==> src/design/xpmd_pkg.sv <==
// ----------------------------------------------------------------------------
// xpmd_pkg
// Types, codes and helper functions shared by the x86 prefix/ModRM decoder.
// ----------------------------------------------------------------------------
package xpmd_pkg;

    localparam int RF_DEPTH     = 17;
    localparam int RF_AW        = $clog2(RF_DEPTH);
    localparam int PREFIX_LIMIT = 15;
    localparam int PFX_CNT_W    = 5;
    localparam int LEN_W        = 5;

    localparam logic [RF_AW-1:0] RIP_ADDR = RF_AW'(RF_DEPTH - 1);

    typedef enum logic [1:0] {
        CMD_LOAD    = 2'd0,
        CMD_START   = 2'd1,
        CMD_OPBYTE  = 2'd2,
        CMD_MODBYTE = 2'd3
    } t_cmd;

    typedef enum logic [1:0] {
        KIND_OPCODE  = 2'd0,
        KIND_OPERAND = 2'd1,
        KIND_ERROR   = 2'd2
    } t_kind;

    typedef enum logic [2:0] {
        PH_IDLE   = 3'd0,
        PH_PREFIX = 3'd1,
        PH_SECOND = 3'd2,
        PH_MODRM  = 3'd3,
        PH_SIB    = 3'd4,
        PH_DISP   = 3'd5,
        PH_DONE   = 3'd6,
        PH_ERROR  = 3'd7
    } t_phase;

    // operand / address size codes
    localparam logic [1:0] SZ16 = 2'd0;
    localparam logic [1:0] SZ32 = 2'd1;
    localparam logic [1:0] SZ64 = 2'd2;

    localparam logic [1:0] SEG_NONE = 2'd0;
    localparam logic [1:0] SEG_FS   = 2'd1;
    localparam logic [1:0] SEG_GS   = 2'd2;

    localparam logic [1:0] REP_NONE = 2'd0;
    localparam logic [1:0] REP_Z    = 2'd1;
    localparam logic [1:0] REP_NZ   = 2'd2;

    // prefix and opcode bytes
    localparam logic [7:0] PFX_ES     = 8'h26;
    localparam logic [7:0] PFX_CS     = 8'h2E;
    localparam logic [7:0] PFX_SS     = 8'h36;
    localparam logic [7:0] PFX_DS     = 8'h3E;
    localparam logic [7:0] PFX_FS     = 8'h64;
    localparam logic [7:0] PFX_GS     = 8'h65;
    localparam logic [7:0] PFX_OPSIZE = 8'h66;
    localparam logic [7:0] PFX_ADSIZE = 8'h67;
    localparam logic [7:0] PFX_LOCK   = 8'hF0;
    localparam logic [7:0] PFX_REPNZ  = 8'hF2;
    localparam logic [7:0] PFX_REPZ   = 8'hF3;
    localparam logic [7:0] REX_FIRST  = 8'h40;
    localparam logic [7:0] REX_LAST   = 8'h4F;
    localparam logic [7:0] OPC_ESCAPE = 8'h0F;

    // ModRM / SIB special encodings
    localparam logic [1:0] MOD_MEM0   = 2'd0;
    localparam logic [1:0] MOD_DISP8  = 2'd1;
    localparam logic [1:0] MOD_DISP32 = 2'd2;
    localparam logic [1:0] MOD_REG    = 2'd3;
    localparam logic [2:0] RM_SIB     = 3'd4;
    localparam logic [2:0] RM_DISP    = 3'd5;
    localparam logic [3:0] IDX_NONE   = 4'd4;

    localparam logic [2:0] DSZ_NONE = 3'd0;
    localparam logic [2:0] DSZ_1    = 3'd1;
    localparam logic [2:0] DSZ_4    = 3'd4;

    // one result descriptor, built when a byte is accepted
    typedef struct packed {
        logic              valid;
        t_kind             kind;
        logic [15:0]       opcode;
        logic [1:0]        dsize;
        logic [1:0]        asize;
        logic [1:0]        seg;
        logic [1:0]        rep;
        logic [1:0]        mod;
        logic [3:0]        reg_num;
        logic [3:0]        rm_num;
        logic [LEN_W-1:0]  length;
        logic              use_reg;
        logic              use_a;
        logic              use_b;
        logic [1:0]        scale;
        logic [63:0]       disp;
    } t_req;

    typedef struct packed {
        logic [RF_AW-1:0] reg_addr;
        logic [RF_AW-1:0] a_addr;
        logic [RF_AW-1:0] b_addr;
    } t_rd_addr;

    function automatic logic [2:0] disp_size(input logic [7:0] modrm, input logic [7:0] sib);
        logic [2:0] sz;
        sz = DSZ_NONE;
        if (modrm[7:6] == MOD_DISP8) begin
            sz = DSZ_1;
        end else if (modrm[7:6] == MOD_DISP32) begin
            sz = DSZ_4;
        end else if (modrm[7:6] == MOD_MEM0) begin
            if (modrm[2:0] == RM_DISP) begin
                sz = DSZ_4;
            end else if (modrm[2:0] == RM_SIB && sib[2:0] == RM_DISP) begin
                sz = DSZ_4;
            end
        end
        return sz;
    endfunction

    function automatic logic [63:0] disp_value(input logic [31:0] bytes, input logic [2:0] sz);
        logic [63:0] v;
        case (sz)
            DSZ_1:   v = {{56{bytes[7]}}, bytes[7:0]};
            DSZ_4:   v = {{32{bytes[31]}}, bytes};
            default: v = '0;
        endcase
        return v;
    endfunction

endpackage

==> src/design/xpmd_ram.sv <==
// ----------------------------------------------------------------------------
// xpmd_ram
// Generic single-write, single-read RAM with registered read data.
// ----------------------------------------------------------------------------
module xpmd_ram #(
    parameter int WIDTH = 64,
    parameter int DEPTH = 17
) (
    input  logic                     i_clk,
    input  logic                     i_wr_en,
    input  logic [$clog2(DEPTH)-1:0] i_wr_addr,
    input  logic [WIDTH-1:0]         i_wr_data,
    input  logic                     i_rd_en,
    input  logic [$clog2(DEPTH)-1:0] i_rd_addr,
    output logic [WIDTH-1:0]         o_rd_data
);

    logic [WIDTH-1:0] mem [DEPTH];
    logic [WIDTH-1:0] r_rd_data;

    always_ff @(posedge i_clk) begin
        if (i_wr_en) begin
            mem[i_wr_addr] <= i_wr_data;
        end
        if (i_rd_en) begin
            r_rd_data <= mem[i_rd_addr];
        end
    end

    assign o_rd_data = r_rd_data;

endmodule

==> src/design/xpmd_decode.sv <==
// ----------------------------------------------------------------------------
// xpmd_decode
// Per-instruction decode state: prefixes, opcode, ModRM, SIB, displacement.
// Builds the result descriptor and register read addresses for each byte.
// ----------------------------------------------------------------------------
module xpmd_decode
    import xpmd_pkg::*;
(
    input  logic       i_clk,
    input  logic       i_rst_n,
    input  logic       i_accept,
    input  logic [1:0] i_command,
    input  logic [7:0] i_byte_value,
    output t_req       o_req,
    output t_rd_addr   o_rd
);

    t_phase               r_phase,   n_phase;
    logic [7:0]           r_rex,     n_rex;
    logic [1:0]           r_osize,   n_osize;
    logic [1:0]           r_asize,   n_asize;
    logic [1:0]           r_seg,     n_seg;
    logic [1:0]           r_rep,     n_rep;
    logic [PFX_CNT_W-1:0] r_pfx_cnt, n_pfx_cnt;
    logic [LEN_W-1:0]     r_len,     n_len;
    logic [15:0]          r_opcode,  n_opcode;
    logic [7:0]           r_modrm,   n_modrm;
    logic [7:0]           r_sib,     n_sib;
    logic [31:0]          r_disp,    n_disp;
    logic [2:0]           r_left,    n_left;

    logic                 emit;
    t_kind                kind;
    logic                 finish;

    always_ff @(posedge i_clk) begin
        if (!i_rst_n) begin
            r_phase   <= PH_IDLE;
            r_rex     <= '0;
            r_osize   <= SZ32;
            r_asize   <= SZ64;
            r_seg     <= SEG_NONE;
            r_rep     <= REP_NONE;
            r_pfx_cnt <= '0;
            r_len     <= '0;
            r_opcode  <= '0;
            r_modrm   <= '0;
            r_sib     <= '0;
            r_disp    <= '0;
            r_left    <= '0;
        end else begin
            r_phase   <= n_phase;
            r_rex     <= n_rex;
            r_osize   <= n_osize;
            r_asize   <= n_asize;
            r_seg     <= n_seg;
            r_rep     <= n_rep;
            r_pfx_cnt <= n_pfx_cnt;
            r_len     <= n_len;
            r_opcode  <= n_opcode;
            r_modrm   <= n_modrm;
            r_sib     <= n_sib;
            r_disp    <= n_disp;
            r_left    <= n_left;
        end
    end

    always_comb begin
        logic       is_pfx;
        logic       after;
        logic [2:0] ds_cur;
        logic [2:0] ds_new;
        logic [1:0] got;

        n_phase   = r_phase;
        n_rex     = r_rex;
        n_osize   = r_osize;
        n_asize   = r_asize;
        n_seg     = r_seg;
        n_rep     = r_rep;
        n_pfx_cnt = r_pfx_cnt;
        n_len     = r_len;
        n_opcode  = r_opcode;
        n_modrm   = r_modrm;
        n_sib     = r_sib;
        n_disp    = r_disp;
        n_left    = r_left;
        emit      = 1'b0;
        kind      = KIND_OPCODE;
        finish    = 1'b0;
        is_pfx    = 1'b0;
        after     = 1'b0;
        ds_cur    = disp_size(r_modrm, r_sib);
        ds_new    = DSZ_NONE;
        got       = 2'(ds_cur - r_left);

        if (i_accept) begin
            unique case (t_cmd'(i_command))
                CMD_LOAD: begin
                    n_phase = r_phase;
                end
                CMD_START: begin
                    n_rex     = '0;
                    n_osize   = SZ32;
                    n_asize   = SZ64;
                    n_seg     = SEG_NONE;
                    n_rep     = REP_NONE;
                    n_pfx_cnt = '0;
                    n_len     = '0;
                    n_opcode  = '0;
                    n_modrm   = '0;
                    n_sib     = '0;
                    n_disp    = '0;
                    n_left    = '0;
                    n_phase   = PH_PREFIX;
                end
                CMD_OPBYTE: begin
                    if (r_phase == PH_SECOND) begin
                        n_len    = r_len + 1'b1;
                        n_opcode = {OPC_ESCAPE, i_byte_value};
                        n_phase  = PH_MODRM;
                        emit     = 1'b1;
                    end else if (r_phase == PH_PREFIX) begin
                        n_len  = r_len + 1'b1;
                        is_pfx = 1'b1;
                        unique case (i_byte_value) inside
                            [REX_FIRST:REX_LAST]: begin
                                n_rex = i_byte_value;
                                if (i_byte_value[3]) begin
                                    n_osize = SZ64;
                                end
                            end
                            PFX_ES, PFX_CS, PFX_SS, PFX_DS, PFX_LOCK: begin
                                is_pfx = 1'b1;
                            end
                            PFX_FS:     n_seg = SEG_FS;
                            PFX_GS:     n_seg = SEG_GS;
                            PFX_OPSIZE: begin
                                if (r_rex == '0) begin
                                    n_osize = SZ16;
                                end
                            end
                            PFX_ADSIZE: n_asize = SZ32;
                            PFX_REPZ:   n_rep   = REP_Z;
                            PFX_REPNZ:  n_rep   = REP_NZ;
                            default: begin
                                is_pfx   = 1'b0;
                                n_opcode = {8'h00, i_byte_value};
                                if (i_byte_value == OPC_ESCAPE) begin
                                    n_phase = PH_SECOND;
                                end else begin
                                    n_phase = PH_MODRM;
                                    emit    = 1'b1;
                                end
                            end
                        endcase
                        if (is_pfx) begin
                            n_pfx_cnt = r_pfx_cnt + 1'b1;
                            if (n_pfx_cnt > PFX_CNT_W'(PREFIX_LIMIT)) begin
                                n_phase = PH_ERROR;
                                emit    = 1'b1;
                                kind    = KIND_ERROR;
                            end
                        end
                    end
                end
                CMD_MODBYTE: begin
                    if (r_phase == PH_MODRM) begin
                        n_len   = r_len + 1'b1;
                        n_modrm = i_byte_value;
                        if (i_byte_value[7:6] != MOD_REG && i_byte_value[2:0] == RM_SIB) begin
                            n_phase = PH_SIB;
                        end else begin
                            after = 1'b1;
                        end
                    end else if (r_phase == PH_SIB) begin
                        n_len = r_len + 1'b1;
                        n_sib = i_byte_value;
                        after = 1'b1;
                    end else if (r_phase == PH_DISP) begin
                        n_len  = r_len + 1'b1;
                        n_disp = r_disp | (32'(i_byte_value) << {got, 3'b000});
                        n_left = r_left - 1'b1;
                        if (n_left == '0) begin
                            finish = 1'b1;
                        end
                    end
                end
                default: begin
                    n_phase = r_phase;
                end
            endcase
        end

        // decide whether displacement bytes follow
        if (after) begin
            ds_new = disp_size(n_modrm, n_sib);
            if (ds_new == DSZ_NONE) begin
                finish = 1'b1;
            end else begin
                n_disp  = '0;
                n_left  = ds_new;
                n_phase = PH_DISP;
            end
        end

        if (finish) begin
            n_phase = PH_DONE;
            emit    = 1'b1;
            kind    = KIND_OPERAND;
        end
    end

    // result descriptor from the updated state
    always_comb begin
        logic [1:0] mod;
        logic [2:0] rm_lo;
        logic [3:0] idx;
        logic [3:0] reg_n;
        logic [3:0] rm_n;

        mod   = n_modrm[7:6];
        rm_lo = n_modrm[2:0];
        idx   = {n_rex[1], n_sib[5:3]};
        reg_n = {n_rex[2], n_modrm[5:3]};
        rm_n  = {n_rex[0], rm_lo};

        o_req         = '0;
        o_req.valid   = emit;
        o_req.kind    = kind;
        o_req.opcode  = (kind == KIND_ERROR) ? 16'h0000 : n_opcode;
        o_req.dsize   = n_osize;
        o_req.asize   = n_asize;
        o_req.seg     = n_seg;
        o_req.rep     = n_rep;
        o_req.length  = n_len;
        o_rd.reg_addr = RF_AW'(reg_n);
        o_rd.a_addr   = RF_AW'(rm_n);
        o_rd.b_addr   = RF_AW'(idx);

        if (kind == KIND_OPERAND) begin
            o_req.mod     = mod;
            o_req.reg_num = reg_n;
            o_req.rm_num  = rm_n;
            o_req.use_reg = 1'b1;
            o_req.disp    = disp_value(n_disp, disp_size(n_modrm, n_sib));
            if (mod == MOD_REG) begin
                o_req.use_a = 1'b1;
            end else if (mod == MOD_MEM0 && rm_lo == RM_DISP) begin
                // rip-relative, REX.B plays no part
                o_req.use_a = 1'b1;
                o_rd.a_addr = RIP_ADDR;
            end else if (rm_lo == RM_SIB) begin
                o_req.use_b   = (idx != IDX_NONE);
                o_req.scale   = n_sib[7:6];
                o_req.use_a   = !(n_sib[2:0] == RM_DISP && mod == MOD_MEM0);
                o_rd.a_addr   = RF_AW'({n_rex[0], n_sib[2:0]});
            end else begin
                o_req.use_a = 1'b1;
            end
        end
    end

endmodule

==> src/design/xpmd_ea.sv <==
// ----------------------------------------------------------------------------
// xpmd_ea
// Effective-address adder and result register with output handshake.
// ----------------------------------------------------------------------------
module xpmd_ea
    import xpmd_pkg::*;
(
    input  logic              i_clk,
    input  logic              i_rst_n,
    input  t_req              i_req,
    input  logic [63:0]       i_reg_q,
    input  logic [63:0]       i_a_q,
    input  logic [63:0]       i_b_q,
    input  logic              i_stall,
    output logic              o_ready,
    output logic              o_valid,
    output logic [1:0]        o_kind,
    output logic [15:0]       o_opcode,
    output logic [1:0]        o_data_size,
    output logic [1:0]        o_addr_size,
    output logic [1:0]        o_segment_override,
    output logic [1:0]        o_rep_mode,
    output logic [1:0]        o_mod_field,
    output logic [3:0]        o_reg_number,
    output logic [3:0]        o_rm_number,
    output logic [63:0]       o_reg_data,
    output logic [63:0]       o_rm_data,
    output logic [LEN_W-1:0]  o_length
);

    logic              r_valid;
    t_req              r_req;
    logic [63:0]       r_reg_data;
    logic [63:0]       r_rm_data;

    logic [63:0]       a_term;
    logic [63:0]       b_term;
    logic [63:0]       ea;

    assign a_term  = i_req.use_a ? i_a_q : 64'd0;
    assign b_term  = i_req.use_b ? (i_b_q << i_req.scale) : 64'd0;
    assign ea      = a_term + b_term + i_req.disp;

    assign o_ready = !r_valid || !i_stall;

    always_ff @(posedge i_clk) begin
        if (!i_rst_n) begin
            r_valid <= 1'b0;
        end else if (o_ready) begin
            r_valid <= i_req.valid;
        end
    end

    // payload: load only with a new request, hold while stalled
    always_ff @(posedge i_clk) begin
        if (o_ready && i_req.valid) begin
            r_req      <= i_req;
            r_reg_data <= i_req.use_reg ? i_reg_q : 64'd0;
            r_rm_data  <= ea;
        end
    end

    assign o_valid            = r_valid;
    assign o_kind             = r_req.kind;
    assign o_opcode           = r_req.opcode;
    assign o_data_size        = r_req.dsize;
    assign o_addr_size        = r_req.asize;
    assign o_segment_override = r_req.seg;
    assign o_rep_mode         = r_req.rep;
    assign o_mod_field        = r_req.mod;
    assign o_reg_number       = r_req.reg_num;
    assign o_rm_number        = r_req.rm_num;
    assign o_reg_data         = r_reg_data;
    assign o_rm_data          = r_rm_data;
    assign o_length           = r_req.length;

endmodule

==> src/design/x86_prefix_modrm_decoder.sv <==
// ----------------------------------------------------------------------------
// x86_prefix_modrm_decoder
// Byte-serial x86-64 prefix, opcode and ModRM/SIB/displacement decoder.
// ----------------------------------------------------------------------------
// Takes one request per cycle while o_stall is low. A taken request first
// goes through the byte decode and the register file read (three copies of the
// 17-entry file, registered read ports for the reg operand, base or rip, and
// index) into the decode stage register, then through the base + index*scale
// + displacement add into the result register. The register file reads as
// zero until an entry is loaded; there is no clearing pass after reset. Input
// stall rises only while a result sits stalled at the output with another one
// queued behind it.
// ----------------------------------------------------------------------------
module x86_prefix_modrm_decoder
    import xpmd_pkg::*;
(
    input  logic              i_clk,
    input  logic              i_rst_n,
    input  logic              i_valid,
    output logic              o_stall,
    input  logic [1:0]        i_command,
    input  logic [4:0]        i_reg_index,
    input  logic [63:0]       i_reg_value,
    input  logic [7:0]        i_byte_value,
    output logic              o_valid,
    input  logic              i_stall,
    output logic [1:0]        o_kind,
    output logic [15:0]       o_opcode,
    output logic [1:0]        o_data_size,
    output logic [1:0]        o_addr_size,
    output logic [1:0]        o_segment_override,
    output logic [1:0]        o_rep_mode,
    output logic [1:0]        o_mod_field,
    output logic [3:0]        o_reg_number,
    output logic [3:0]        o_rm_number,
    output logic [63:0]       o_reg_data,
    output logic [63:0]       o_rm_data,
    output logic [4:0]        o_length
);

    logic                 accept;
    logic                 s1_adv;
    logic                 ea_ready;
    logic                 wr_en;
    t_req                 d_req;
    t_rd_addr             d_rd;

    t_req                 r_req;
    logic [RF_DEPTH-1:0]  r_rf_vld;
    logic                 r_vld_reg;
    logic                 r_vld_a;
    logic                 r_vld_b;

    logic [63:0]          q_reg;
    logic [63:0]          q_a;
    logic [63:0]          q_b;

    assign o_stall = r_req.valid && !ea_ready;
    assign s1_adv  = !o_stall;
    assign accept  = i_valid && !o_stall;
    assign wr_en   = accept && (t_cmd'(i_command) == CMD_LOAD)
                     && (i_reg_index <= RF_AW'(RF_DEPTH - 1));

    xpmd_decode u_decode (
        .i_clk        (i_clk),
        .i_rst_n      (i_rst_n),
        .i_accept     (accept),
        .i_command    (i_command),
        .i_byte_value (i_byte_value),
        .o_req        (d_req),
        .o_rd         (d_rd)
    );

    xpmd_ram #(.WIDTH(64), .DEPTH(RF_DEPTH)) u_ram_reg (
        .i_clk     (i_clk),
        .i_wr_en   (wr_en),
        .i_wr_addr (i_reg_index),
        .i_wr_data (i_reg_value),
        .i_rd_en   (s1_adv),
        .i_rd_addr (d_rd.reg_addr),
        .o_rd_data (q_reg)
    );

    xpmd_ram #(.WIDTH(64), .DEPTH(RF_DEPTH)) u_ram_a (
        .i_clk     (i_clk),
        .i_wr_en   (wr_en),
        .i_wr_addr (i_reg_index),
        .i_wr_data (i_reg_value),
        .i_rd_en   (s1_adv),
        .i_rd_addr (d_rd.a_addr),
        .o_rd_data (q_a)
    );

    xpmd_ram #(.WIDTH(64), .DEPTH(RF_DEPTH)) u_ram_b (
        .i_clk     (i_clk),
        .i_wr_en   (wr_en),
        .i_wr_addr (i_reg_index),
        .i_wr_data (i_reg_value),
        .i_rd_en   (s1_adv),
        .i_rd_addr (d_rd.b_addr),
        .o_rd_data (q_b)
    );

    // written flags: an unwritten register reads as zero
    always_ff @(posedge i_clk) begin
        if (!i_rst_n) begin
            r_rf_vld <= '0;
        end else if (wr_en) begin
            r_rf_vld[i_reg_index] <= 1'b1;
        end
    end

    // decode stage register, aligned with the RAM read data
    always_ff @(posedge i_clk) begin
        if (!i_rst_n) begin
            r_req     <= '0;
            r_vld_reg <= 1'b0;
            r_vld_a   <= 1'b0;
            r_vld_b   <= 1'b0;
        end else if (s1_adv) begin
            r_req     <= d_req;
            r_vld_reg <= r_rf_vld[d_rd.reg_addr];
            r_vld_a   <= r_rf_vld[d_rd.a_addr];
            r_vld_b   <= r_rf_vld[d_rd.b_addr];
        end
    end

    xpmd_ea u_ea (
        .i_clk              (i_clk),
        .i_rst_n            (i_rst_n),
        .i_req              (r_req),
        .i_reg_q            (r_vld_reg ? q_reg : 64'd0),
        .i_a_q              (r_vld_a ? q_a : 64'd0),
        .i_b_q              (r_vld_b ? q_b : 64'd0),
        .i_stall            (i_stall),
        .o_ready            (ea_ready),
        .o_valid            (o_valid),
        .o_kind             (o_kind),
        .o_opcode           (o_opcode),
        .o_data_size        (o_data_size),
        .o_addr_size        (o_addr_size),
        .o_segment_override (o_segment_override),
        .o_rep_mode         (o_rep_mode),
        .o_mod_field        (o_mod_field),
        .o_reg_number       (o_reg_number),
        .o_rm_number        (o_rm_number),
        .o_reg_data         (o_reg_data),
        .o_rm_data          (o_rm_data),
        .o_length           (o_length)
    );

    a_stall_only_when_full: assert property (@(posedge i_clk) disable iff (!i_rst_n)
        o_stall |-> (o_valid && i_stall))
        else $error("input stalled while output stage can drain");

    a_non_operand_zero: assert property (@(posedge i_clk) disable iff (!i_rst_n)
        (o_valid && o_kind != KIND_OPERAND) |->
            (o_reg_data == 64'd0 && o_rm_data == 64'd0 && o_mod_field == 2'd0
             && o_reg_number == 4'd0 && o_rm_number == 4'd0))
        else $error("operand fields set on opcode or error result");

    a_error_opcode: assert property (@(posedge i_clk) disable iff (!i_rst_n)
        (o_valid && o_kind == KIND_ERROR) |-> (o_opcode == 16'd0))
        else $error("error result carries an opcode");

    a_operand_length: assert property (@(posedge i_clk) disable iff (!i_rst_n)
        (o_valid && o_kind == KIND_OPERAND) |-> (o_length >= 5'd2))
        else $error("operand result shorter than opcode plus ModRM");

endmodule

==> config.mk <==
export PLATFORM = sky130hd
export DESIGN_NAME = x86_prefix_modrm_decoder
export DESIGN_NICKNAME = d
export VERILOG_FILES = /design/src/design/xpmd_pkg.sv /design/src/design/xpmd_ram.sv /design/src/design/xpmd_decode.sv /design/src/design/xpmd_ea.sv /design/src/design/x86_prefix_modrm_decoder.sv
export SDC_FILE = /design/constraint.sdc
export NUM_CORES = 2
export LEC_CHECK = 0
export BUFFER_PORTS_ARGS = -buffer_cell sky130_fd_sc_hd__buf_2
export CAP_MARGIN = 20
export CELL_PAD_IN_SITES_DETAIL_PLACEMENT = 0
export CELL_PAD_IN_SITES_GLOBAL_PLACEMENT = 2
export CORE_MARGIN = 3
export CORE_UTILIZATION = 24
export CTS_BUF_LIST = sky130_fd_sc_hd__clkbuf_8
export CTS_CLUSTER_SIZE = 20
export DETAILED_ROUTE_END_ITERATION = 10
export GPL_TIMING_DRIVEN = 0
export PLACE_DENSITY = 0.56
export SLEW_MARGIN = 30
export SYNTH_ARGS = -nofsm -noshare
export SYNTH_HDL_FRONTEND = slang
export SYNTH_SLANG_ARGS = --single-unit
==> constraint.sdc <==
create_clock -name i_clk -period 22.5 [get_ports i_clk]
set_input_delay 2.25 -clock i_clk [delete_from_list [all_inputs] [get_ports i_clk]]
set_output_delay 2.25 -clock i_clk [all_outputs]
set_load 0.02 [all_outputs]
After elaboration in Yosys (flattened, before gate mapping)
Memory sizes are Yosys's and may differ from the RTL's. A register that Yosys moved wholly into a read port is not among the register bits.
Index checks and enable logic that the tools add are counted.
{"block": "word_totals", "word_cells": 293, "output_inout_bits": 171, "reg_bits": 397, "n_memories": 3, "ram_bits": 3264}
{"name": "u_ram_a.mem", "words": 17, "width": 64, "rd": 1, "rd_clocked_by_memory_dff": 1, "write_ports": 1, "line": "xpmd_ram.sv:18", "source": "logic [WIDTH-1:0] mem [DEPTH];"}
{"name": "u_ram_b.mem", "words": 17, "width": 64, "rd": 1, "rd_clocked_by_memory_dff": 1, "write_ports": 1, "line": "xpmd_ram.sv:18"}
{"name": "u_ram_reg.mem", "words": 17, "width": 64, "rd": 1, "rd_clocked_by_memory_dff": 1, "write_ports": 1, "line": "xpmd_ram.sv:18"}
{"block": "op_classes", "n_eq_ne": 40, "shifts": 2, "n_mux": 150, "bitwise_logic": 3, "n_addsub": 6, "order_cmp": 9, "n_reduce_logical": 32}
{"cell": "$mux W64", "count": 4}
{"cell": "$mux W32", "count": 6}
{"cell": "$add A64 B64 Y64", "count": 2}
{"cell": "$pmux W64 S2", "count": 1}
{"cell": "$mux W3", "count": 29}
{"cell": "$mux W16", "count": 5}
{"cell": "$mux W69", "count": 1}
{"cell": "$mux W8", "count": 8}
{"cell": "$pmux W32 S2", "count": 1}
{"cell": "$shl A64 B2 Y64", "count": 1}
{"cell": "$mux W5", "count": 12}
{"cell": "$mux W2", "count": 26}
{"cell": "$pmux W8 S2", "count": 3}
{"cell": "$mux W1", "count": 37}
{"cell": "$eq A8 B6 Y1 const B", "count": 4}
{"cell": "$eq A8 B7 Y1 const B", "count": 4}
{"cell": "$or A32 B32 Y32", "count": 1}
{"cell": "$pmux W16 S2", "count": 1}
{"cell": "$shl A8 B5 Y32", "count": 1}
{"cell": "$pmux W2 S2", "count": 7}
{"cell": "$eq A3 B3 Y1 const B", "count": 8}
{"cell": "$eq A8 B8 Y1 const B", "count": 3}
{"cell": "$or A17 B17 Y17", "count": 1}
{"cell": "$pmux W5 S3", "count": 1}
{"cell": "other kinds (37)", "count": 75}

Logic depth before layout (Yosys ltp)
{"block": "depth", "depth_word": 24, "ltp_mapped": 21, "ltp_nobuf": 18}

By module
From an unflattened synthesis, not the netlist that was laid out.
{"block": "hier_totals", "cells_unflattened": 8045, "area_unflattened_um2": 155799.4}
{"module": "xpmd_ram", "instances": 3, "seq_area_each_um2": 34593.2, "area_each_um2": 43673.1, "cells_per_inst": 1797}
{"module": "xpmd_ea", "instances": 1, "seq_area_each_um2": 5094.9, "area_each_um2": 12738.5, "cells_per_inst": 1139}
{"module": "x86_prefix_modrm_decoder", "instances": 1, "seq_area_each_um2": 2622.5, "area_each_um2": 6612.6, "cells_per_inst": 840}
{"module": "xpmd_decode", "instances": 1, "seq_area_each_um2": 1921.8, "area_each_um2": 5429.0, "cells_per_inst": 675}

Worst setup path before layout
Ideal clock, no wire load.
{"block": "synth_path", "path_kind": "in2reg", "from": "in i_stall", "to": "reg u_ea.r_req, in the netlist u_ea.o_addr_size[0], enable pin", "setup_ns": 0.957, "path_buffers": 0, "path_slack_ns": 7.149, "arrival_ns": 14.394, "path_stages": 1, "required_time_ns": 21.543, "cell_sequence": "a21boi_0"}
{"block": "synth_via", "elab_chain_len": 3}
{"item": "start: declaration", "line": "x86_prefix_modrm_decoder.sv:26", "source": "input logic i_stall,"}
{"item": "$logic_not A1 Y1", "line": "xpmd_ea.sv:44", "source": "assign o_ready = !r_valid || !i_stall;"}
{"item": "$logic_or A1 B1 Y1", "line": "xpmd_ea.sv:44"}
{"item": "$logic_and A1 B1 Y1", "line": "xpmd_ea.sv:56", "source": "if (o_ready && i_req.valid) begin"}
{"item": "end signal: assignment", "line": "xpmd_ea.sv:57", "source": "r_req <= i_req;"}
{"item": "end: declaration", "line": "xpmd_ea.sv:32", "source": "t_req r_req;"}
No other way between the ends.
A chain may end at the register's enable or synchronous reset.

Worst setup path in the final report
{"block": "layout_path", "from": "in i_stall", "to": "reg u_ram_reg.r_rd_data[43] (netlist: u_ram_reg.o_rd_data[43]) (read register of u_ram_reg.mem), data pin"}
{"block": "layout_via", "elab_chain_len": 7, "word_cells_on_any_way": 9}
{"item": "$logic_not A1 Y1 *", "line": "xpmd_ea.sv:44"}
{"item": "$logic_or A1 B1 Y1 *", "line": "xpmd_ea.sv:44"}
{"item": "$logic_not A1 Y1 *", "line": "x86_prefix_modrm_decoder.sv:58", "source": "assign o_stall = r_req.valid && !ea_ready;"}
{"item": "$logic_and A1 B1 Y1 *", "line": "x86_prefix_modrm_decoder.sv:58"}
{"item": "$logic_not A1 Y1", "line": "x86_prefix_modrm_decoder.sv:60", "source": "assign accept = i_valid && !o_stall;"}
{"item": "$logic_and A1 B1 Y1", "line": "x86_prefix_modrm_decoder.sv:60"}
{"item": "$mux W8 or $mux W3 (tied branches)", "line": "xpmd_decode.sv:97", "source": "if (i_accept) begin"}
{"item": "end: declaration", "line": "xpmd_ram.sv:19", "source": "logic [WIDTH-1:0] r_rd_data;"}
Mark *: on every way between the ends. The rest lies on a longest branch, timed or not.

==> out/results.ini <==
[outcome]
outcome = finished, violations left
violations = DRC

[final_layout]
final_cell_count_no_fill = 13600
mostFrequentLayoutCells = nand2_1 (1544), edfxtp_1 (1449), a211oi_1 (590), buf_2 (391), and2_1 (389)
seq_area_um2 = 47400
multi_input_comb_area_um2 = 36500
reg_top3 = u_ram_b.mem (1024), r_req (79)
syn2layout_area_growth_pct = 22.3
n_fill_cell = 36800
layout-drive-gt1-share = 0.196
fin_nets = 8746
largest_reg_flops = 1024
final_common_cell = nand2_1
regMostFlops = u_ram_b.mem

[timing]
whs_ns = 0.434
maxSlewViolCount = 0
fin_crit_sh = 0.373
fin_crit_ns = 8.40
maxSlewHeadroom = 0.192
finClkSkew_ns = 0.0761
clock.fmax_ghz = 0.119
worst_pin_slew_ns = 1.21
layout_setup_ws_ns = 14.10
hold_viol_final = 0
finalSetupViolCount = 0
rsz0062_at_grt = no

[synthesis]
synth.avg_cell_area_um2 = 11.3
syn_nets = 7878
yosys_warnings = 0
synth_top_family_by_area = compound AO/OA/AOI/OAI gates
syn_area_um2 = 86400
ys_seq_elements = 1645
synth_compound_area_frac = 0.151
synth-simple-area-share = 0.150
yosys.cell_types.count = 83
synth.area.mux_share = 0.0854
synth-edff-count = 1449
synth_xor_area_frac = 0.00628
synthAdderAreaFrac = 0.0254
synthCells = 7658
synthFlopType = edfxtp_1
seq_area_frac_synth = 0.549
synthArstFlopShare = 0

[cts]
cts_hold_buf = 0
ctsHtreeMaxLevel = 5
insertion_delay_ns = 1.13
cts_resized = 0
postCtsSetupBuffers = 0
numCtsBuffers = 324
cts_buffer_depth = 4
root_buffer = clkbuf_8
tritoncts = built
clk_pin_slew_ns = 0.06
clock-sinks = 1645

[detailed_routing]
dr.pass1.iters = 9
vias = 77700
viasPerCell = 5.71
routedWlPerCell_um = 39.6
drc = 6
drt-total-wl_um = 539000
ant_nets = 0
drt_iter0_drc = 11700

[floorplanning]
ios = 254
die_w_um = 606
num_rows = 219
start_util = 0.242
core_area_um2 = 357000
dieArea_um2 = 367000
die_h_um = 606

[min_path]
holdCritStartpoint = r_req[89]
hold_path_class = reg2reg

[power_and_ir_drop]
leakagePower_nw = 37.7
p_per_area_nw_per_um2 = 60.7
ir_drop_mv = 0.0417

[grt]
grt_max_degree = 31
grt_pass1_wl_um = 699000
antenna_found_initial = 105
first_global_vias = 74800
grt_use_total = 0.284
gr-total-overflow = 0

[critical_path]
cp.required_ns = 23.23
arrival_ns = 9.13
cp-start-kind = primary input
worst-path-max-fanout = 10
endpoint_kind = flip-flop
setup.worst_path.start = i_stall
reg2reg_from = r_vld_b
critPathKind = in2reg

[placed_design]
dp.cells = 12900
place_ws_ns = 13.44
port_buffers = 250
gp_congestion = 0.956
dpl.hpwl_um = 399000

[flow_run]
cap_violations = 0

## final timing paths
path              depth (start not counted)  slack, ns                       to
hold reg to reg                           0       0.43      u_ea.o_addr_size[1]
setup / recovery                         15      14.10  u_ram_reg.o_rd_data[43]
setup reg to reg                         18      14.95       u_ea.o_rm_data[63]
hold / removal                            0       0.43      u_ea.o_addr_size[1]
## metrics by stage
| stage | power, mW | instance area [µm²] | util | TNS (ns) |
|---|---|---|---|---|
| finish | 6.41 | 106000 | 0.296 | 0 |
| global route | 6.59 | 106000 | 0.296 | 0 |
| CTS | 6.46 | 105000 | 0.295 | 0 |
| detailed placement | 3.49 | 99500 | 0.279 | 0 |
| global placement | 3.48 | 93600 | 0.262 | -359.20 |
| floorplan | 3.42 | 86400 | - | 0 |
## synth_stat cells, types with 45 or more instances
library cell	instances	area [µm²]
a211oi_1	590	4430
a21oi_1	239	1200
a22o_1	50	438
a22oi_1	53	398
a311oi_1	130	1140
a31oi_1	359	2250
a32oi_1	55	482
and2_1	389	2430
and3_1	308	1930
buf_1	105	394
buf_2	53	265
clkbuf_1	506	1900
dfxtp_1	196	3920
edfxtp_1	1449	43500
fa_1	64	1280
ha_1	73	913
inv_1	62	233
mux2_2	68	766
mux2i_1	76	761
mux4_2	260	5860
nand2_1	1546	5800
nand3_1	218	1090
nor2_1	205	769
o211ai_1	54	405
o21ai_0	142	711
xnor2_1	45	394
## cells by family (layout without fill, tap and decap cells)
logic type                 count (synthesis)  in the layout
buffers and inverters                    737           1856
muxes                                    404            404
DFF                                     1645           1645
adders and majority gates                137            137
and+or+nand+nor                         2808           2808
xor gates and xnor gates                  62             62
AOI/OAI and AO/OA                       1865           1865
other                                      0             67
## cell type report
class,count,share of cell area
Tap cell,4751,0.0562
Sequential cell,1645,0.449
Buffer,673,0.0283
Clock buffer,345,0.0449
Inverter,64,0.00227
Multi-Input combinational cell,5276,0.345
Antenna cell,67,0.00159
Clock inverter,232,0.0115
Timing Repair Buffer,542,0.0616
## layer usage
metal / GRT usage / vias to the layer above / routed length, µm
met3: 0.0998 / 1480 / 64000
met5: 0 / - / 563
met2: 0.426 / 5672 / 230000
li1: - / 31200 / -
met1: 0.352 / 39300 / 208000
met4: 0.163 / 36 / 36300
## report_power, final
| group | leakage, nW | internal, mW | switching, mW |
|---|---|---|---|
| logic | 19.4 | 0.0213 | 0.0799 |
| clock network | 3.39 | 1.49 | 1.50 |
| registers | 15.0 | 3.32 | 0.00767 |
| total | 37.7 | 4.83 | 1.59 |
## critical path: stages
cell and delay (ns):
buf_2 0.13, nand3_2 0.20, inv_1 0.16, clkbuf_2 0.37
nor2_1 0.75, nand2_1 0.30, nor2_1 0.64, mux2i_1 0.27
nor2_1 0.92, clkbuf_2 0.68, clkbuf_2 0.51, buf_16 0.24
clkbuf_1 0.74, nand2_1 0.10, a31oi_1 0.81
No activity file was read; power rests on OpenSTA's default activity.
